### src/rtl/windowed_filtered_bucket_count_assert.svh
// Assertion macros shared by the windowed bucket counter.
`ifndef WINDOWED_FILTERED_BUCKET_COUNT_ASSERT_SVH
`define WINDOWED_FILTERED_BUCKET_COUNT_ASSERT_SVH

// The condition must hold in the same cycle as the trigger.
`define WFBC_ASSERT_NOW(label, trig, cond, msg) \
  label: assert property (@(posedge clk) disable iff (rst) (trig) |-> (cond)) \
    else $error(msg);

// The condition must hold in the cycle after the trigger.
`define WFBC_ASSERT_NEXT(label, trig, cond, msg) \
  label: assert property (@(posedge clk) disable iff (rst) (trig) |=> (cond)) \
    else $error(msg);

`endif

### src/rtl/wfbc_pkg.sv
// Types and constants shared by the windowed bucket counter modules.
package wfbc_pkg;

  // Event word of a view event, the bytes "view" read little-endian.
  localparam logic [31:0] VIEW_WORD = 32'd2003134838;
  localparam logic [63:0] HASH_MUL  = 64'd789;
  localparam logic [63:0] HASH_ADD  = 64'd321;

  // Bucket values are carried 16 bits wide; results carry the low 14 bits.
  localparam int BKT_W = 16;
  localparam int OUT_BKT_W = 14;

  // A classified item on its way from the front to the back.
  typedef struct packed {
    logic              kind;
    logic              view;
    logic              in_range;
    logic              on_boundary;
    logic [BKT_W-1:0]  bucket;
    logic [31:0]       now;
  } wfbc_item_t;

endpackage

### src/rtl/wfbc_front.sv
// Front part: accepts items, hashes the key and reduces hash and time modulo.
module wfbc_front #(
  parameter int MAX_BUCKETS = 16384
) (
  input  logic                clk,
  input  logic                rst,
  input  logic                s_tvalid,
  output logic                s_tready,
  input  logic [143:0]        s_tdata,
  input  logic                s_tuser,
  input  logic [15:0]         window_seconds,
  input  logic [14:0]         bucket_count,
  output logic                q_valid,
  input  logic                q_ready,
  output wfbc_pkg::wfbc_item_t q_item
);
  import wfbc_pkg::*;

  localparam logic [1:0] F_IDLE = 2'd0;
  localparam logic [1:0] F_MUL  = 2'd1;
  localparam logic [1:0] F_DIV  = 2'd2;
  localparam logic [1:0] F_PUSH = 2'd3;

  logic [1:0]  state;
  logic [5:0]  step;
  logic        kind;
  logic [31:0] word;
  logic [63:0] key;
  logic [31:0] now;
  logic [13:0] rb;
  logic [63:0] h_sh;
  logic [31:0] t_sh;
  logic [15:0] rem_h;
  logic [15:0] rem_t;
  logic [16:0] nb;
  logic [16:0] ws;
  logic [16:0] h_try;
  logic [16:0] t_try;
  logic [16:0] h_red;
  logic [16:0] t_red;

  // Effective modulus values after clamping the register values.
  always_comb begin
    if (bucket_count == 15'd0) begin
      nb = 17'd1;
    end else if (32'(bucket_count) > 32'(MAX_BUCKETS)) begin
      nb = 17'(MAX_BUCKETS);
    end else begin
      nb = 17'(bucket_count);
    end
    ws = (window_seconds == 16'd0) ? 17'd1 : {1'b0, window_seconds};
  end

  // One restoring division step for each remainder.
  always_comb begin
    h_try = {rem_h, h_sh[63]};
    h_red = (h_try >= nb) ? h_try - nb : h_try;
    t_try = {rem_t, t_sh[31]};
    t_red = (t_try >= ws) ? t_try - ws : t_try;
  end

  assign s_tready = (state == F_IDLE);
  assign q_valid  = (state == F_PUSH);

  always_comb begin
    q_item.kind        = kind;
    q_item.view        = (word == VIEW_WORD);
    q_item.in_range    = (17'(rb) < nb);
    q_item.on_boundary = (rem_t == 16'd0);
    q_item.bucket      = kind ? BKT_W'(rb) : rem_h;
    q_item.now         = now;
  end

  // Sequencer: multiply, then 64 division steps, then hand over.
  always_ff @(posedge clk) begin
    if (rst) begin
      state <= F_IDLE;
      step  <= '0;
    end else begin
      case (state)
        F_IDLE: begin
          if (s_tvalid) begin
            state <= F_MUL;
          end
        end
        F_MUL: begin
          state <= F_DIV;
          step  <= '0;
        end
        F_DIV: begin
          step <= step + 6'd1;
          if (step == 6'd63) begin
            state <= F_PUSH;
          end
        end
        F_PUSH: begin
          if (q_ready) begin
            state <= F_IDLE;
          end
        end
        default: state <= F_IDLE;
      endcase
    end
  end

  // Datapath registers.
  always_ff @(posedge clk) begin
    if (state == F_IDLE && s_tvalid) begin
      word <= s_tdata[31:0];
      key  <= s_tdata[95:32];
      now  <= s_tdata[127:96];
      rb   <= s_tdata[141:128];
      kind <= s_tuser;
    end
    if (state == F_MUL) begin
      h_sh  <= key * HASH_MUL + HASH_ADD;
      t_sh  <= now;
      rem_h <= '0;
      rem_t <= '0;
    end
    if (state == F_DIV) begin
      h_sh  <= {h_sh[62:0], 1'b0};
      rem_h <= h_red[15:0];
      if (step[5]) begin
        t_sh  <= {t_sh[30:0], 1'b0};
        rem_t <= t_red[15:0];
      end
    end
  end

endmodule

### config.mk
export PLATFORM = sky130hd
export DESIGN_NAME = wfbc_front
export DESIGN_NICKNAME = d
export VERILOG_FILES = /design/src/rtl/windowed_filtered_bucket_count_assert.svh /design/src/rtl/wfbc_pkg.sv /design/src/rtl/wfbc_front.sv
export SDC_FILE = /design/constraint.sdc
export NUM_CORES = 1
export LEC_CHECK = 0
export BUFFER_PORTS_ARGS = -buffer_cell sky130_fd_sc_hd__buf_2
export CAP_MARGIN = 40
export CORE_UTILIZATION = 60
export CTS_BUF_LIST = sky130_fd_sc_hd__clkbuf_16
export CTS_CLUSTER_SIZE = 16
export DETAILED_ROUTE_END_ITERATION = 10
export GPL_TIMING_DRIVEN = 0
export HOLD_SLACK_MARGIN = 0.02
export PLACE_DENSITY = 0.91
export SYNTH_ARGS = -nofsm -noshare
export SYNTH_HDL_FRONTEND = slang
export SYNTH_SLANG_ARGS = --single-unit
### constraint.sdc
create_clock -name clk -period 7.52 [get_ports clk]
set_clock_uncertainty 0.2 [all_clocks]
set_input_delay 1.128 -clock clk [delete_from_list [all_inputs] [get_ports clk]]
set_output_delay 1.128 -clock clk [all_outputs]
set_load 0.01 [all_outputs]
==> run summary, run 1 <==
* completed — run status
* 11.5 um^2 — per-instance average area after synthesis
* ha_1 -> fa_1 -> inv_1 -> fa_1 -> inv_1 -> fa_1 -> fa_1 -> ha_1 -> and4_1 -> nand3_1 -> a21oi_1 -> o21bai_1 -> a41o_1 -> a21oi_1 -> o211ai_1 -> a21oi_1 -> mux2i_1 -> o311ai_0 — cell-by-cell trace of the critical path
* 1194 — initial drt markers
* 0.58 ns — worst skew pair latency
* register to register — worst hold-check path type
* 37700 um — detailed placement HPWL
* 3 — maximum clock path buffer count
* 0 — antenna diode count
* 0.07 ns — CTS clk-pin slew, worst paths
* 76 — largest net degree at the start of global routing
* 0 — number of hold-slack violations in the final timing report
* sky130_fd_sc_hd__edfxtp_1 — predominant post-synthesis flop cell
* sky130_fd_sc_hd__ha_1, sky130_fd_sc_hd__edfxtp_1, sky130_fd_sc_hd__fa_1 — cell types with the highest counts after synthesis
* 2374 — Post-Synthesis Net Count
* 234 — I/O pin count
* 6.37 ns — Final Critical Period
* 0 — max-capacitance violation count
* 0 — post-detailed-route count of antenna-violating nets
* 16300 — via count of the first global-routing pass
* 13.3% — area growth from synthesis to layout
* 0 — post-cts resize count
* 18 — number of cells on the worst reg-to-reg path
* 0 — initial antenna violation count
* 1 — H-tree lvl count
* 19.3 um — post-DR wirelength/cell
* 6.45 ns — WP data arrival
* 187 um — Die Span X
* sky130_fd_sc_hd__ha_1 — most frequently used cell type in the post-synthesis netlist
* register — crit path launch type
* 0.840 ns — slew at the pin with the worst max-slew slack
* 69 — Distinct cells, synth
* 0 — final slew viol count
* 80000 um — first-pass GRT wire length
* 7.60 ns — required time reported for the critical path endpoint
* sky130_fd_sc_hd__edfxtp_1 — dominant cell type by area after synthesis
* 33700 um^2 — placeable core region
* 48900 um — routed wire length
* 279 — clk sinks
* 0 — fraction of registers with async set/reset
* 20600 um^2 — post-synth design cell area
* sky130_fd_sc_hd__fa_1 — CP max-delay cell
* 279 — number of synthesized register bits
* 0.440 — relative slew slack
* 0 — YS warnings
* 222 — number of enable-type register cells in the synthesized netlist
* 2640 — number of nets in the layout
* 0.51 ns — delay of the slowest critical-path stage
* 0.323 — Synth top area share
* register to register — Crit Path Category
* 0.282 — gr usage total
* 0.157 GHz — maximum clock rate
* 0 — Post-CTS Hold Fix Bufs
* 6.04 — detailed-route vias per instance
* 15300 — Via Count
* 187 um — die boundary height
* 0.847 — Final Cycle Share
* 0 — final number of setup-violating endpoints
* register — type of element capturing the critical path
* 1792 — synthesized instance count
* 0.278 ns — worst hold slack across all endpoints
* 230 — number of I/O port buffers
* 0.151 — share of layout cells above drive strength 1
* 35100 um^2 — die area
* 31 — CTS buffer count
* 67 — std cell rows
* 0.612 — Initial Utilization
* sky130_fd_sc_hd__edfxtp_1, sky130_fd_sc_hd__fa_1, sky130_fd_sc_hd__ha_1 — leading post-synthesis cells by cell area
* 0 ns — Sum Neg Setup Slack
* done — CTS tree
* 0.940 — placer congestion estimate
* sky130_fd_sc_hd__clkbuf_16 — CTS Root Cell
* no — setup repair after global routing missed its margin
* 2 — depth of the worst hold-timing path
* 0 — Residual DRC
* 0.378 — post-synthesis sequential area ratio
* sky130_fd_sc_hd__fa_1 — critical path's most frequent cell
* 0 — buffers inserted during post-CTS setup optimization
* 5 — number of optimization iterations in the first detailed-route pass
* 0.694 — share of the core filled with cells
* 0 — total overflow reported by the global router
* 6 — crit path max fanout
==> worst max-delay path: cells and delay by family (launching register included) <==
kind                     cells  cell delay [ns]
multiplexers                 1             0.21
adder cells (fa/ha/maj)      6             2.70
AO/OA/AOI/OAI                7             1.93
flip-flops                   1             0.50
buffers and inverters        2             0.13
AND/OR/NAND/NOR              2             0.36
==> logic make-up after synthesis <==
family,synth area share
flops,0.378
fa+ha+maj,0.305
compound gates,0.123
buf+inv,0.0282
simple gates,0.0927
mux,0.0368
xor+xnor,0.0365
==> sequential cells by signal, indices dropped and copies added, names as in the netlist <==
| name | count |
|---|---|
| h_sh | 64 |
| key | 64 |
| now | 32 |
| t_sh | 32 |
| word | 32 |
| rem_h | 16 |
| rem_t | 16 |
| rb | 14 |
| step | 6 |
| state | 2 |
| kind | 1 |
==> final cells by class <==
cell class              count  area [um^2]
inverters                  92          345
well taps                 448          561
flip-flops and latches    279         7810
multi-input cells        1363        12300
plain buffers              58          236
clock inverters            26          169
clock buffers              31          776
repair buffers            233         1230
fillers                  2308        10300
==> metrics by stage <==
stage	setup WS [ns]	instance area (um^2)	instances
3_3_place_gp	1.10	22300	2470
6_report	1.15	23400	2530
2_1_floorplan	1.99	20600	1792
5_1_grt	0.874	23400	2530
3_5_place_dp	1.30	22400	2473
4_1_cts	1.22	23400	2530
==> worst paths after layout <==
path	startpoint	endpoint	slack (ns)
hold / removal	t_sh[17]$_DFF_P_	t_sh[18]$_DFF_P_	0.28
hold reg to reg	t_sh[17]$_DFF_P_	t_sh[18]$_DFF_P_	0.28
setup reg to reg	key[1]$_DFFE_PP_	h_sh[62]$_DFFE_PP_	1.15
setup / recovery	key[1]$_DFFE_PP_	h_sh[62]$_DFFE_PP_	1.15
==> placed cells by master, fill, tap and decap left out, drive strengths merged, types with 19 or more instances in the layout <==
| cell | n |
|---|---|
| xnor2 | 57 |
| dfxtp | 57 |
| a21oi | 121 |
| mux2i | 59 |
| a21o | 56 |
| clkbuf | 78 |
| inv | 102 |
| edfxtp | 222 |
| fa | 168 |
| nand4 | 24 |
| ha | 234 |
| o21ai | 117 |
| buf | 244 |
| nor2b | 19 |
| nand3 | 43 |
| nor2 | 91 |
| xor2 | 29 |
| nand2 | 126 |
==> per-layer routing <==
metal,up-vias,wire length (um),global-route usage
li1,7068,-,-
met5,-,0,0
met2,651,24400,0.502
met1,7423,19400,0.338
met3,151,3270,0.0523
met4,0,1700,0.107
Power of run 1 is left out: the tool's default activity adds up to more than one toggle a clock period on the data nets, which glitch-free logic cannot reach.
==> run 2: changes to the inputs <==
- ABC_AREA: not set -> 1
- CORE_UTILIZATION: 60 -> 61
- clock period: 7.52 -> 5.94 ns (I/O delays scaled with it)
==> run 2 against run 1 <==
Clock-buffer cell count up 3; core utilization increased by 0.18 points; register-to-register slack got worse by 0.60 ns; via count up 31%; cell count increased by 40%; critical path depth grew 2; critical path type unchanged; setup slack got worse by 0.60 ns; largest cell class unchanged.
==> run summary, run 2 <==
* completed — run status
* 13600 um^2 — area taken by multi-input logic gates
* 0 — Post-CTS Hold Fix Bufs
* 0 — fraction of registers with async set/reset
* 0 — number of hold-slack violations in the final timing report
* 2 — H-tree lvl count
* 12.6% — area growth from synthesis to layout
* 0.696 — share of the core filled with cells
* key[1]$_DFFE_PP_ — worst flop-to-flop path startpoint
* 38800 um^2 — die area
* 197 um — Die Span X
* 0.337 — post-synthesis sequential area ratio
* 0 — total overflow reported by the global router
* 47 — Distinct cells, synth
* 0.836 ns — slew at the pin with the worst max-slew slack
* 279 — number of synthesized register bits
* 3331 — Post-Synthesis Net Count
* 25000 um^2 — cell area reported after detailed placement
* 0 — YS warnings
* 0.55 ns — slack of the worst reg-to-reg path
* 6.06 ns — required time reported for the critical path endpoint
* register to register — Crit Path Category
* 7810 um^2 — footprint of the flip-flops and latches
* 26100 um^2 — final standard cell area without fillers
* 0 — post-cts resize count
* sky130_fd_sc_hd__edfxtp_1 — predominant post-synthesis flop cell
* done — CTS tree
* 234 — I/O pin count
* h_sh: 64 flops, key: 64 flops — largest registers
* 0.52 ns — delay of the slowest critical-path stage
* sky130_fd_sc_hd__nand2_1 — most common library cell in the layout ignoring fill and taps
* 0 — final number of setup-violating endpoints
* 0 — buffers inserted during post-CTS setup optimization
* no — setup repair after global routing missed its margin
* 0.186 GHz — maximum clock rate
* register — crit path launch type
* 20 — number of cells on the worst reg-to-reg path
* 0.907 — Final Cycle Share
* 37500 um^2 — placeable core region
* 20000 — Via Count
* 64600 um — routed wire length
* sky130_fd_sc_hd__edfxtp_1 — dominant cell type by area after synthesis
* 18.2 um — post-DR wirelength/cell
* 0.288 — Synth top area share
* 51900 um — detailed placement HPWL
* sky130_fd_sc_hd__nand2_1 — most frequently used cell type in the post-synthesis netlist
* 94 — largest net degree at the start of global routing
* sky130_fd_sc_hd__edfxtp_1, sky130_fd_sc_hd__fa_1, sky130_fd_sc_hd__nand2_1 — leading post-synthesis cells by cell area
* 0.443 — relative slew slack
* 23200 um^2 — post-synth design cell area
* 3600 — number of nets in the layout
* 34 — CTS buffer count
* 3 — maximum clock path buffer count
* 71 — std cell rows
* ha_1 -> fa_1 -> inv_1 -> fa_1 -> inv_1 -> fa_1 -> fa_1 -> ha_1 -> nand2_1 -> nor2_1 -> and2_1 -> nand2_1 -> nand3_1 -> nand2_1 -> nand2_1 -> nand2_1 -> nand2_1 -> nand2_1 -> nand3_1 -> nand2_1 — cell-by-cell trace of the critical path
* 231 — number of I/O port buffers
* 20 — Worst path depth
* 0.618 — Initial Utilization
* 0 — max-capacitance violation count
* sky130_fd_sc_hd__fa_1 — CP max-delay cell
* 8.43 um^2 — per-instance average area after synthesis
* 0 ns — Sum Neg Setup Slack
* key[1]$_DFFE_PP_ — startpoint of the most critical setup path
* 197 um — die boundary height
* 2 — Crit path buffers/inverters
* 2749 — synthesized instance count
* 6 — number of optimization iterations in the first detailed-route pass
* 0.57 ns — worst skew pair latency
* 0 — post-detailed-route count of antenna-violating nets
* 99500 um — first-pass GRT wire length
* adder cells — cell type group with the largest total delay on the critical path
* register to register — worst hold-check path type
* h_sh[63]$_DFFE_PP_ — destination of the critical timing path
* sky130_fd_sc_hd__nand2_1 — critical path's most frequent cell
* 0.110 — share of layout cells above drive strength 1
* 0 — Residual DRC
* 5.39 ns — Final Critical Period
* sky130_fd_sc_hd__nand2_1, sky130_fd_sc_hd__inv_1, sky130_fd_sc_hd__buf_2, sky130_fd_sc_hd__ha_1, sky130_fd_sc_hd__edfxtp_1 — most frequent cells in the layout
* register — type of element capturing the critical path
* 0 — final slew viol count
* sky130_fd_sc_hd__nand2_1, sky130_fd_sc_hd__inv_1, sky130_fd_sc_hd__ha_1 — cell types with the highest counts after synthesis
* 279 — clk sinks
* 0.06 ns — CTS clk-pin slew, worst paths
* 5.64 — detailed-route vias per instance
* 6 — crit path max fanout
* 0.332 — gr usage total
* 0 — initial antenna violation count
* 1499 — initial drt markers
* 2870 — final-layout fill cell count
* sky130_fd_sc_hd__clkbuf_16 — CTS Root Cell
* 0 — antenna diode count
* h_sh[63]$_DFFE_PP_ — worst r2r dst
* 5.51 ns — WP data arrival
* 19500 — via count of the first global-routing pass
* 0.965 — placer congestion estimate
* 222 — number of enable-type register cells in the synthesized netlist
==> run 2: cell types whose count changed after synthesis, sizes merged, moves of 15 or more <==
cell / delta
nand3: +92
inv: +323
nor2b: -19
clkbuf: -22
nor2: +100
o21ai: +19
nand2: +733
xor2: -16
nand2b: -15
nand3b: +19
mux2i: -59
xnor2: -38
a21o: -55
==> run 2: worst min path at each step <==
stage                             end  cells after the start  slack [ns]        startpoint
finish               t_sh[28]$_DFF_P_                      2        0.26  t_sh[27]$_DFF_P_
global placement      t_sh[5]$_DFF_P_                      2        0.23   t_sh[4]$_DFF_P_
global route        key[57]$_DFFE_PP_                      1        0.29       s_tdata[89]
floorplan            t_sh[10]$_DFF_P_                      2        0.22   t_sh[9]$_DFF_P_
detailed placement   t_sh[13]$_DFF_P_                      2        0.24  t_sh[12]$_DFF_P_
CTS                   t_sh[0]$_DFF_P_                      2        0.26   t_sh[0]$_DFF_P_
==> run 2: area by class of cell <==
type                       count  area share
clock inverter                25     0.00729
sequential                   279       0.299
timing repair buffer         233      0.0464
buffer                        40     0.00768
tap                          511      0.0245
clock buffer                  34      0.0326
inverter                     413      0.0596
multi-input combinational   2017       0.522
==> run 2: per-layer routing <==
metal	GRT usage	wire [um]	vias to the layer above
li1	-	-	9465
met1	0.428	26200	9531
met2	0.580	31900	894
met3	0.0476	4800	132
met4	0.0979	1670	0
met5	0	0	-
==> run 2: metrics by stage <==
stage,cells,hold slack [ns],worst slack [ns]
floorplan,2749,0.223,1.42
global placement,3491,0.229,0.487
detailed placement,3493,0.243,0.645
CTS,3552,0.263,0.608
global route,3552,0.285,0.296
finish,3552,0.264,0.552
==> run 2: cells by family (layout without fill, tap and decap cells) <==
kind of cell             after synthesis  after routing  synth area share
AO/OA/AOI/OAI                        282            282            0.0653
XOR/XNOR                              32             32            0.0121
adder cells (fa/ha/maj)              402            402             0.272
buffers and inverters                453            745            0.0756
flip-flops                           279            279             0.337
multiplexers                          13             13           0.00632
AND/OR/NAND/NOR                     1288           1288             0.232
==> run 2: worst register-to-register path: cells and delay by family, from the launching register on <==
kind                       cells  cell delay (ns)
adders and majority gates      6             2.73
buffers and inverters          2             0.11
DFF                            1             0.51
and+or+nand+nor               12             1.62
Power of run 2 is left out for the same reason.
