==> src/rtl/windowed_filtered_bucket_count_assert.svh <==
// Assertion macros shared by the windowed bucket counter.
`ifndef WINDOWED_FILTERED_BUCKET_COUNT_ASSERT_SVH
`define WINDOWED_FILTERED_BUCKET_COUNT_ASSERT_SVH

// The condition must hold in the same cycle as the trigger.
`define WFBC_ASSERT_NOW(label, trig, cond, msg) \
  label: assert property (@(posedge clk) disable iff (rst) (trig) |-> (cond)) \
    else $error(msg);

// The condition must hold in the cycle after the trigger.
`define WFBC_ASSERT_NEXT(label, trig, cond, msg) \
  label: assert property (@(posedge clk) disable iff (rst) (trig) |=> (cond)) \
    else $error(msg);

`endif

==> src/rtl/wfbc_pkg.sv <==
// Types and constants shared by the windowed bucket counter modules.
package wfbc_pkg;

  // Event word of a view event, the bytes "view" read little-endian.
  localparam logic [31:0] VIEW_WORD = 32'd2003134838;
  localparam logic [63:0] HASH_MUL  = 64'd789;
  localparam logic [63:0] HASH_ADD  = 64'd321;

  // Bucket values are carried 16 bits wide; results carry the low 14 bits.
  localparam int BKT_W = 16;
  localparam int OUT_BKT_W = 14;

  // A classified item on its way from the front to the back.
  typedef struct packed {
    logic              kind;
    logic              view;
    logic              in_range;
    logic              on_boundary;
    logic [BKT_W-1:0]  bucket;
    logic [31:0]       now;
  } wfbc_item_t;

endpackage

==> src/rtl/wfbc_queue.sv <==
// Two-entry queue that decouples the front from the back.
module wfbc_queue (
  input  logic                 clk,
  input  logic                 rst,
  input  logic                 in_valid,
  output logic                 in_ready,
  input  wfbc_pkg::wfbc_item_t in_item,
  output logic                 out_valid,
  input  logic                 out_ready,
  output wfbc_pkg::wfbc_item_t out_item
);
  import wfbc_pkg::*;

  wfbc_item_t slots [2];
  logic       wr_ptr;
  logic       rd_ptr;
  logic [1:0] fill;
  logic       push;
  logic       pop;

  assign in_ready  = (fill != 2'd2);
  assign out_valid = (fill != 2'd0);
  assign out_item  = slots[rd_ptr];
  assign push      = in_valid && in_ready;
  assign pop       = out_valid && out_ready;

  // Pointers and fill level.
  always_ff @(posedge clk) begin
    if (rst) begin
      wr_ptr <= 1'b0;
      rd_ptr <= 1'b0;
      fill   <= 2'd0;
    end else begin
      if (push) begin
        wr_ptr <= ~wr_ptr;
      end
      if (pop) begin
        rd_ptr <= ~rd_ptr;
      end
      fill <= fill + {1'b0, push} - {1'b0, pop};
    end
  end

  // Entry storage.
  always_ff @(posedge clk) begin
    if (push) begin
      slots[wr_ptr] <= in_item;
    end
  end

endmodule

==> config.mk <==
export PLATFORM = sky130hd
export DESIGN_NAME = wfbc_queue
export DESIGN_NICKNAME = d
export VERILOG_FILES = /design/src/rtl/windowed_filtered_bucket_count_assert.svh /design/src/rtl/wfbc_pkg.sv /design/src/rtl/wfbc_queue.sv
export SDC_FILE = /design/constraint.sdc
export NUM_CORES = 1
export LEC_CHECK = 0
export BUFFER_PORTS_ARGS = -buffer_cell sky130_fd_sc_hd__buf_2
export CAP_MARGIN = 20
export CORE_MARGIN = 1.5
export CORE_UTILIZATION = 40
export DETAILED_ROUTE_END_ITERATION = 10
export PLACE_DENSITY_LB_ADDON = 0.2
export REMOVE_ABC_BUFFERS = 1
export SLEW_MARGIN = 20
export SYNTH_ARGS = -nofsm -noshare
export SYNTH_HDL_FRONTEND = slang
export SYNTH_SLANG_ARGS = --single-unit
==> constraint.sdc <==
create_clock -name clk -period 5.7 [get_ports clk]
set_input_delay 0 -clock clk [delete_from_list [all_inputs] [get_ports clk]]
set_output_delay 0 -clock clk [all_outputs]
set_load 0.03 [all_outputs]
==> reports/qor_table.md, run 1 <==
| Item | Value | Unit |
| --- | --- | --- |
| Number of post-CTS setup repair buffers | 0 | - |
| Remaining number of nets flagged by the antenna check after routing | 0 | - |
| RSZ-0062 raised after global routing | no | - |
| Synth warnings | 0 | - |
| Sum of buffers and inverters on the critical path | 1 | - |
| Relative slew slack | 0.351 | - |
| Endpoint arrival time on the critical path | 1.95 | ns |
| Final period demand of the worst path | 1.95 | ns |
| Maximum number of pins on one net before global-route repair | 53 | - |
| Total of endpoints with negative setup slack in the final report | 0 | - |
| Number of clock sinks | 109 | - |
| Clock latency on the worst-skew pair | 0.35 | ns |
| Seq/Total Area, Yosys | 0.759 | - |
| Total Routed Length | 7.03 | mm |
| Period utilization | 0.343 | - |
| Proportion of power drawn by flip-flops and latches | 0.475 | - |
| Count of buffers inserted at the top-level ports | 109 | - |
| Slowest stage cell, crit path | sky130_fd_sc_hd__dfxtp_4 | - |
| Endpoint of the worst hold-timing path | wr_ptr$_SDFFE_PP0N_ | - |
| I/O pin count | 110 | - |
| Gate Count Post-Synth | 186 | - |
| Syn-to-layout area delta | 32.3 | % |
| Final standard cell area without fillers | 0.00561 | mm^2 |
| Reg2Reg Setup Slack | 4.02 | ns |
| Most area-consuming cells after synthesis | sky130_fd_sc_hd__edfxtp_1, sky130_fd_sc_hd__mux2_4, sky130_fd_sc_hd__buf_12 | - |
| EDFF count, synth | 104 | - |
| Total overflow reported by the global router | 0 | - |
| Endpoint of the most critical register-to-register path | slots[0][40]$_DFFE_PP_ | - |
| Worst-case clock buffer depth | 2 | - |
| Die area | 0.0112 | mm^2 |
| Routed wirelength normalized by instance count | 14.2 | um |
| Crit Path Class | flop to primary output | - |
| Floorplan row count | 37 | - |
| Buffer cell driving the clock tree root | sky130_fd_sc_hd__clkbuf_8 | - |
| Reg-to-Reg Start | fill[0]$_SDFF_PP0_ | - |
| Average instance area after synthesis | 22.8 | um^2 |
| Horiz. Die Dim | 106 | um |
| Vias per std cell | 4.41 | - |
| Core Footprint | 0.0103 | mm^2 |
| Worst Tran Pin Value | 0.973 | ns |
| Via count of the first global-routing pass | 2,265 | - |
| Top delay family on crit path | flip-flops | - |
| Final hold slack | 0.0480 | ns |
| Number of slew-limit violations in the final report | 0 | - |
| Number of distinct standard cells referenced by the synthesized netlist | 17 | - |
| Detailed Route Iter0 Violations | 50 | - |
| Series of cell instances along the critical path | mux2_2, buf_2 | - |
| Number of remaining DRC errors | 0 | - |
| Area used by sequential logic in the layout | 0.00323 | mm^2 |
| Number of diodes | 0 | - |
| Area leader, netlist | sky130_fd_sc_hd__edfxtp_1 | - |
| Setup TNS Final | 0 | ns |
| Layout Nets | 413 | - |
| Area used by multi-input combinational logic | 915 | um^2 |
| Internal power of the cells | 1.59 | mW |
| Fraction of power consumed by the clock network | 0.206 | - |
| IR Drop Worst-Case VDD | 0.331 | mV |
| Critical path fanouts, max | 52 | - |
| Switch share | 0.316 | - |
| Register-to-Register Path Depth | 4 | - |
| Ratio of total power to cell area | 413 | mW/mm^2 |
| Setup clock skew after layout | 0.00461 | ns |
| Wire length of the first global-routing pass | 10.6 | mm |
| Number of H-tree branching levels | 3 | - |
| Leakage component of the power | 2.22 | nW |
| Most instantiated flip-flop cell in the synthesis netlist | sky130_fd_sc_hd__edfxtp_1 | - |
| Clock transition time at the flip-flop clock pins of the worst setup and hold paths | 0.09 | ns |
| Power, Total | 2.32 | mW |
| Die height | 106 | um |
| Antenna violations before repair | 0 | - |
| Worst hold path class | input port to flop | - |
| Net Switching | 0.732 | mW |
| Clock tree from TritonCTS | yes | - |
| Fraction of synthesis flops using an asynchronous set or reset pin | 0 | - |
| Part of the total power dissipated in combinational logic | 0.319 | - |
| Slowest stage delay, CP | 1.01 | ns |
| Count of max-cap constraint violations | 0 | - |
| Filler cells | 838 | - |
| Worst hold stages | 3 | - |
| Number of hold-slack violations in the final timing report | 0 | - |
| First-pass DRT Iterations | 4 | - |
| CTS Buf Count | 9 | - |
| Synthesis-stage register bit count | 109 | - |
| Share of post-route cells with drive strength above 1 | 0.511 | - |
| Global placement routability congestion | 0.623 | - |
| Count of vias placed by the detailed router | 2,188 | - |
| Endpoint required time on the critical path | 5.70 | ns |
| Endpoint type of the worst setup path | primary output | - |
| Worst Setup Start Kind | flop | - |
| Result of the run | complete, no violations | - |
| Initial standard-cell utilization of the core | 0.411 | - |
| Max frequency | 512 | MHz |
| HP Start | in_valid | - |
| Mapped cell area | 0.00424 | mm^2 |
| Final core area utilization | 0.544 | - |
| GRT Resource Usage Total | 0.126 | - |
| Share of Yosys cell area claimed by the top area cell type | 0.736 | - |
| Dpl hpwl | 4.20 | mm |
| Total placed instance area | 0.00488 | mm^2 |
worst max-delay path by stage:
| stage | to | depth (start not counted) | startpoint | slack (ns) |
|---|---|---|---|---|
| CTS | out_item[51] | 2 | flop | 3.66 |
| finish | out_item[51] | 2 | flop | 3.75 |
| global route | out_item[51] | 2 | flop | 3.65 |
| detailed placement | slots[0][43]$_DFFE_PP_ | 4 | fill[0]$_SDFF_PP0_ | 4.02 |
| floorplan | slots[0][0]$_DFFE_PP_ | 3 | fill[0]$_SDFF_PP0_ | 2.37 |
| global placement | slots[1][43]$_DFFE_PP_ | 3 | fill[0]$_SDFF_PP0_ | 4.05 |
cells in the final DEF, fill, tap and decap left out, drive strengths merged, types with 2 or more instances in the layout:
| cell type | Yosys | routed |
|---|---|---|
| mux2 | 53 | 53 |
| nor2 | 5 | 5 |
| ha | 2 | 2 |
| bufinv | 0 | 2 |
| clkinv | 0 | 3 |
| xnor2 | 2 | 2 |
| dlygate4sd3 | 0 | 53 |
| nor2b | 2 | 2 |
| clkbuf | 0 | 11 |
| dfxtp | 5 | 5 |
| buf | 6 | 111 |
| edfxtp | 104 | 104 |
cells in the mapped netlist, drive strengths merged, types with 2 or more instances:
master,count
buf,6
dfxtp,5
edfxtp,104
ha,2
mux2,53
nor2,5
nor2b,2
xnor2,2
repair_timing:
item | CTS | global route
hold buffers | 53 | 0
endpoints found under the hold margin | 108 | 0
resized for setup | 0 | 0
stage by stage:
stage	instances	setup WS, ns
2_1_floorplan	180	2.37
3_3_place_gp	427	4.05
3_5_place_dp	427	4.02
4_1_cts	496	3.66
5_1_grt	496	3.65
6_report	496	3.75
final cells by class:
class,instances,area share
well taps,136,0.0303
clock buffers,11,0.0234
clock inverters,5,0.0134
repair buffers,164,0.194
inverters,1,0.000669
multi-input cells,70,0.163
flip-flops and latches,109,0.575
worst reg2reg max path, cell delays in order, from the launching register on:
cell	delay, ns
sky130_fd_sc_hd__dfxtp_1	0.37
sky130_fd_sc_hd__nand2b_2	0.16
sky130_fd_sc_hd__nand2_2	0.10
sky130_fd_sc_hd__nor2_4	0.08
sky130_fd_sc_hd__buf_4	0.57
power groups by stage:
| stage | combinational (mW) | sequential [mW] | clock (mW) |
|---|---|---|---|
| 6_report | 0.740 | 1.10 | 0.477 |
| 5_1_grt | 0.780 | 1.12 | 0.520 |
| 4_1_cts | 0.752 | 1.11 | 0.496 |
| 3_5_place_dp | 0.722 | 1.12 | 0 |
| 3_3_place_gp | 0.719 | 1.12 | 0 |
| 2_1_floorplan | 0.565 | 1.10 | 0 |
routing by layer:
metal | GRT usage | wire, um | up-vias
met5 | 0 | 0 | -
met4 | 0.0811 | 184 | 0
met3 | 0.0190 | 242 | 14
met2 | 0.234 | 3780 | 52
met1 | 0.134 | 2830 | 1065
li1 | - | - | 1057
cell families (layout without fill, tap and decap cells):
kind of cell	count (synthesis)	count (layout)	share of synthesized area
compound gates	1	1	0.00177
xor+xnor	3	3	0.00619
fa+ha+maj	2	2	0.00590
buf+inv	7	181	0.0271
flops	109	109	0.759
mux	53	53	0.186
simple gates	11	11	0.0139
registers in the layout, indices dropped and copies added, names as in the netlist, named ones only:
register,cells
wr_ptr,1
fill,2
rd_ptr,1
slots,104
No activity file was read; power rests on OpenSTA's default activity.
==> run 2: changes to the inputs <==
--- a/config.mk
+++ b/config.mk
@@ -5,6 +5,7 @@
 export SDC_FILE = /design/constraint.sdc
 export NUM_CORES = 1
 export LEC_CHECK = 0
+export ABC_AREA = 1
 export BUFFER_PORTS_ARGS = -buffer_cell sky130_fd_sc_hd__buf_2
 export CAP_MARGIN = 20
 export CORE_MARGIN = 1.5
==> constraint.sdc (replaced) <==
create_clock -name clk -period 1.58 [get_ports clk]
set_input_delay 0 -clock clk [delete_from_list [all_inputs] [get_ports clk]]
set_output_delay 0 -clock clk [all_outputs]
set_load 0.03 [all_outputs]
==> run 2 against run 1 <==
Compared with the run above: sequential share of layout area fell by 1.0 points; combinational power rose to 4.1 times the previous value; critical path depth rose by 1; flip-flop and latch count did not move; synthesized area rose by 0.18%; synthesized cell count rose by 7.0%; largest cell class unchanged; largest power group unchanged.
==> reports/qor_table.md, run 2 <==
| Item | Value | Unit | vs previous |
| --- | --- | --- | --- |
| Result of the run | complete, no violations | - |  |
| RSZ-0062 raised after global routing | no | - |  |
| Setup clock skew after layout | 0.00697 | ns | +0.00236 ns |
| Finished Layout Cells | 515 | - | +3.8% |
| Critical path fanouts, max | 20 | - | -62% |
| Number of remaining DRC errors | 0 | - | unchanged |
| Period utilization | 0.945 | - |  |
| Worst hold path class | input port to flop | - |  |
| Area leader, netlist | sky130_fd_sc_hd__edfxtp_1 | - |  |
| Synthesis-stage register bit count | 109 | - | unchanged |
| Most instantiated flip-flop cell in the synthesis netlist | sky130_fd_sc_hd__edfxtp_1 | - |  |
| Count of max-cap constraint violations | 0 | - | unchanged |
| Worst Tran Pin Value | 0.237 | ns | -0.736 ns |
| Xor and xnor area share after synthesis | 0 | - | -0.00619 |
| Ratio of total power to cell area | 1440 | mW/mm^2 | +250% |
| Leading registers by flop count | slots x104, fill x2 | - |  |
| Register containing the most flip-flops in the final layout | slots | - |  |
| Worst Setup Start Kind | flop | - |  |
| Die height | 106 | um | about the same |
| Share of post-route cells with drive strength above 1 | 0.496 | - | -0.0151 |
| Post-synthesis share of cell area spent on and, or, nand and nor gates | 0.0185 | - | +0.00468 |
| Number of hold-slack violations in the final timing report | 0 | - | unchanged |
| Floorplan row count | 37 | - | unchanged |
| Die area | 0.0113 | mm^2 | +0.17% |
| Share of Yosys cell area claimed by the top area cell type | 0.735 | - | -0.00130 |
| Compound-gate portion of the synthesized area | 0.00235 | - | +0.000585 |
| EDFF count, synth | 104 | - | unchanged |
| Series of cell instances along the critical path | buf_12, mux2_2, buf_2 | - |  |
| Average instance area after synthesis | 21.4 | um^2 | -6.4% |
| Leakage component of the power | 2.28 | nW | +2.5% |
| Max frequency | 670 | MHz |  |
| Slowest stage cell, crit path | sky130_fd_sc_hd__dfxtp_4 | - |  |
| Syn-to-layout area delta | 34.5 | % |  |
| Fraction of synthesis flops using an asynchronous set or reset pin | 0 | - | unchanged |
| Final core area utilization | 0.554 | - | +0.0101 |
| Adder-Cell Fraction of Synth Area | 0.00589 | - | -0.0000104 |
| Most area-consuming cells after synthesis | sky130_fd_sc_hd__edfxtp_1, sky130_fd_sc_hd__mux2_4, sky130_fd_sc_hd__buf_12 | - |  |
| Via count of the first global-routing pass | 2,297 | - | +1.4% |
| Clock tree from TritonCTS | yes | - |  |
| Endpoint required time on the critical path | 1.58 | ns | -4.12 ns |
| Horiz. Die Dim | 106 | um | about the same |
| Commonest cells in the netlist | sky130_fd_sc_hd__edfxtp_1, sky130_fd_sc_hd__mux2_4, sky130_fd_sc_hd__nor2_1 | - |  |
| Top delay family on crit path | flip-flops | - |  |
| Area used by multi-input combinational logic | 900 | um^2 | -1.6% |
| Number of distinct standard cells referenced by the synthesized netlist | 12 | - | -5 |
| Total of endpoints with negative setup slack in the final report | 0 | - | unchanged |
| Mapped cell area | 0.00425 | mm^2 | +0.18% |
| Count of buffers inserted at the top-level ports | 109 | - | unchanged |
| Number of clock sinks | 109 | - | unchanged |
| Count of vias placed by the detailed router | 2,276 | - | +4.0% |
| Cell with the most instances after synthesis | sky130_fd_sc_hd__edfxtp_1 | - |  |
| Layout Nets | 433 | - | +4.8% |
| Crit Path Class | flop to primary output | - |  |
| Most used cells in the layout excluding fill and tap cells | sky130_fd_sc_hd__buf_2, sky130_fd_sc_hd__edfxtp_1, sky130_fd_sc_hd__dlygate4sd3_1 | - |  |
| Core Footprint | 0.0103 | mm^2 | unchanged |
| Number of diodes | 0 | - | unchanged |
| GRT Resource Usage Total | 0.130 | - | +0.00397 |
| Endpoint type of the worst setup path | primary output | - |  |
| Wire length of the first global-routing pass | 11.0 | mm | +4.3% |
| Routed wirelength normalized by instance count | 13.9 | um | -1.8% |
| Global placement routability congestion | 0.645 | - | +3.4% |
| Largest family of logic cells by synthesized area | multiplexers | - |  |
| Worst-case clock buffer depth | 2 | - | unchanged |
| Number of placed instances with taps included | 444 | - | +4.0% |
| Number of H-tree branching levels | 3 | - | unchanged |
| Area used by sequential logic in the layout | 0.00323 | mm^2 | about the same |
| Detailed Route Iter0 Violations | 66 | - | +32% |
| Antenna violations before repair | 0 | - | unchanged |
| Total Routed Length | 7.17 | mm | +1.9% |
| First-pass DRT Iterations | 4 | - | unchanged |
| Max reg flops | 104 | - | unchanged |
| Remaining number of nets flagged by the antenna check after routing | 0 | - | unchanged |
| Slowest stage delay, CP | 0.42 | ns | -0.59 ns |
| Final standard cell area without fillers | 0.00572 | mm^2 | +1.9% |
| Clock latency on the worst-skew pair | 0.34 | ns | about the same |
| Relative slew slack | 0.842 | - | +0.491 |
| Filler cells | 828 | - | -1.2% |
| CTS Buf Count | 9 | - | unchanged |
| Synth warnings | 0 | - | unchanged |
| Dpl hpwl | 4.25 | mm | +1.3% |
| Total overflow reported by the global router | 0 | - | unchanged |
| Number of slew-limit violations in the final report | 0 | - | unchanged |
| Final period demand of the worst path | 1.49 | ns |  |
| Vias per std cell | 4.42 | - | +0.18% |
| IR Drop Worst-Case VDD | 0.655 | mV | +98% |
| Clock transition time at the flip-flop clock pins of the worst setup and hold paths | 0.09 | ns | about the same |
| Gate Count Post-Synth | 199 | - | +7.0% |
| I/O pin count | 110 | - | unchanged |
| Seq/Total Area, Yosys | 0.758 | - | -0.00134 |
| Multiplexer area fraction after synthesis | 0.182 | - | -0.00386 |
| Endpoint arrival time on the critical path | 1.49 | ns | -0.46 ns |
| Maximum number of pins on one net before global-route repair | 39 | - | -26% |
| Initial standard-cell utilization of the core | 0.412 | - | +0.000727 |
| Total placed instance area | 0.00496 | mm^2 | +1.8% |
| Sum of buffers and inverters on the critical path | 2 | - | +1 |
| Commonest non-fill, non-tap cell in the layout | sky130_fd_sc_hd__buf_2 | - |  |
| Buffer cell driving the clock tree root | sky130_fd_sc_hd__clkbuf_8 | - |  |
-- run 2: cell count changes after synthesis, moves of 2 or more --
cell | previous run | this run
sky130_fd_sc_hd__nand2_1 | 0 | 8
sky130_fd_sc_hd__nor2b_1 | 2 | 0
sky130_fd_sc_hd__a21oi_1 | 0 | 2
sky130_fd_sc_hd__nand3_1 | 0 | 3
sky130_fd_sc_hd__xnor2_1 | 2 | 0
sky130_fd_sc_hd__inv_1 | 1 | 8
sky130_fd_sc_hd__nor2_1 | 5 | 9
-- run 2: cell families after synthesis --
kind of cell	count (synthesis)
AOI/OAI and AO/OA	2
adders and majority gates	2
buffers and inverters	14
DFF	109
muxes	52
and+or+nand+nor	20
-- run 2: through the flow --
stage	worst slack [ns]	hold WS, ns	setup TNS [ns]	power [mW]
2_1_floorplan	-1.85	0.0712	-180.04	5.99
3_3_place_gp	0.0911	0.175	0	6.72
3_5_place_dp	0.0372	0.183	0	6.73
4_1_cts	0.00419	0.334	0	8.31
5_1_grt	0.00304	0.341	0	8.67
6_report	0.0864	0.338	0	8.25
-- run 2: where the power goes --
group          internal (mW)  switching, mW
clock network          0.572          0.875
registers               3.66          0.132
logic                   1.27           1.74
total                   5.50           2.75
-- run 2: path summary, 6_finish.rpt --
| kind | to | startpoint | depth (start not counted) | slack, ns |
|---|---|---|---|---|
| setup / recovery | out_item[0] | flop | 3 | 0.09 |
| hold / removal | fill[0]$_SDFF_PP0_ | rst | 3 | 0.34 |
| setup reg to reg | fill[1]$_SDFF_PP0_ | fill[0]$_SDFF_PP0_ | 10 | 0.10 |
| hold reg to reg | rd_ptr$_SDFFE_PP0P_ | rd_ptr$_SDFFE_PP0P_ | 2 | 0.54 |
-- run 2: area by class of cell --
| cell class | instances | area share |
|---|---|---|
| Inverter | 8 | 0.00525 |
| Clock inverter | 5 | 0.00635 |
| Sequential cell | 109 | 0.565 |
| Tap cell | 136 | 0.0298 |
| Clock buffer | 10 | 0.0223 |
| Timing Repair Buffer | 171 | 0.214 |
| Multi-Input combinational cell | 76 | 0.157 |
-- run 2: tightest hold or removal path: stages --
cell                            delay (ns)
sky130_fd_sc_hd__dlygate4sd3_1        0.51
sky130_fd_sc_hd__buf_2                0.11
sky130_fd_sc_hd__nor2_1               0.04
-- run 2: metal layers --
layer | vias up | share of wire | global-route usage
met5 | - | 0 | 0
met4 | 0 | 0.0088 | 0.0376
met3 | 4 | 0.053 | 0.0417
met2 | 69 | 0.50 | 0.219
met1 | 1095 | 0.44 | 0.162
li1 | 1108 | - | -
-- run 2: what timing repair did --
action / CTS / global route
cloned: 0 / 1
hold buffers: 55 / 0
endpoints found under the setup margin: 1 / 8
buffers inserted: 0 / 0
gates resized for setup: 1 / 4
endpoints found under the hold margin: 109 / 0
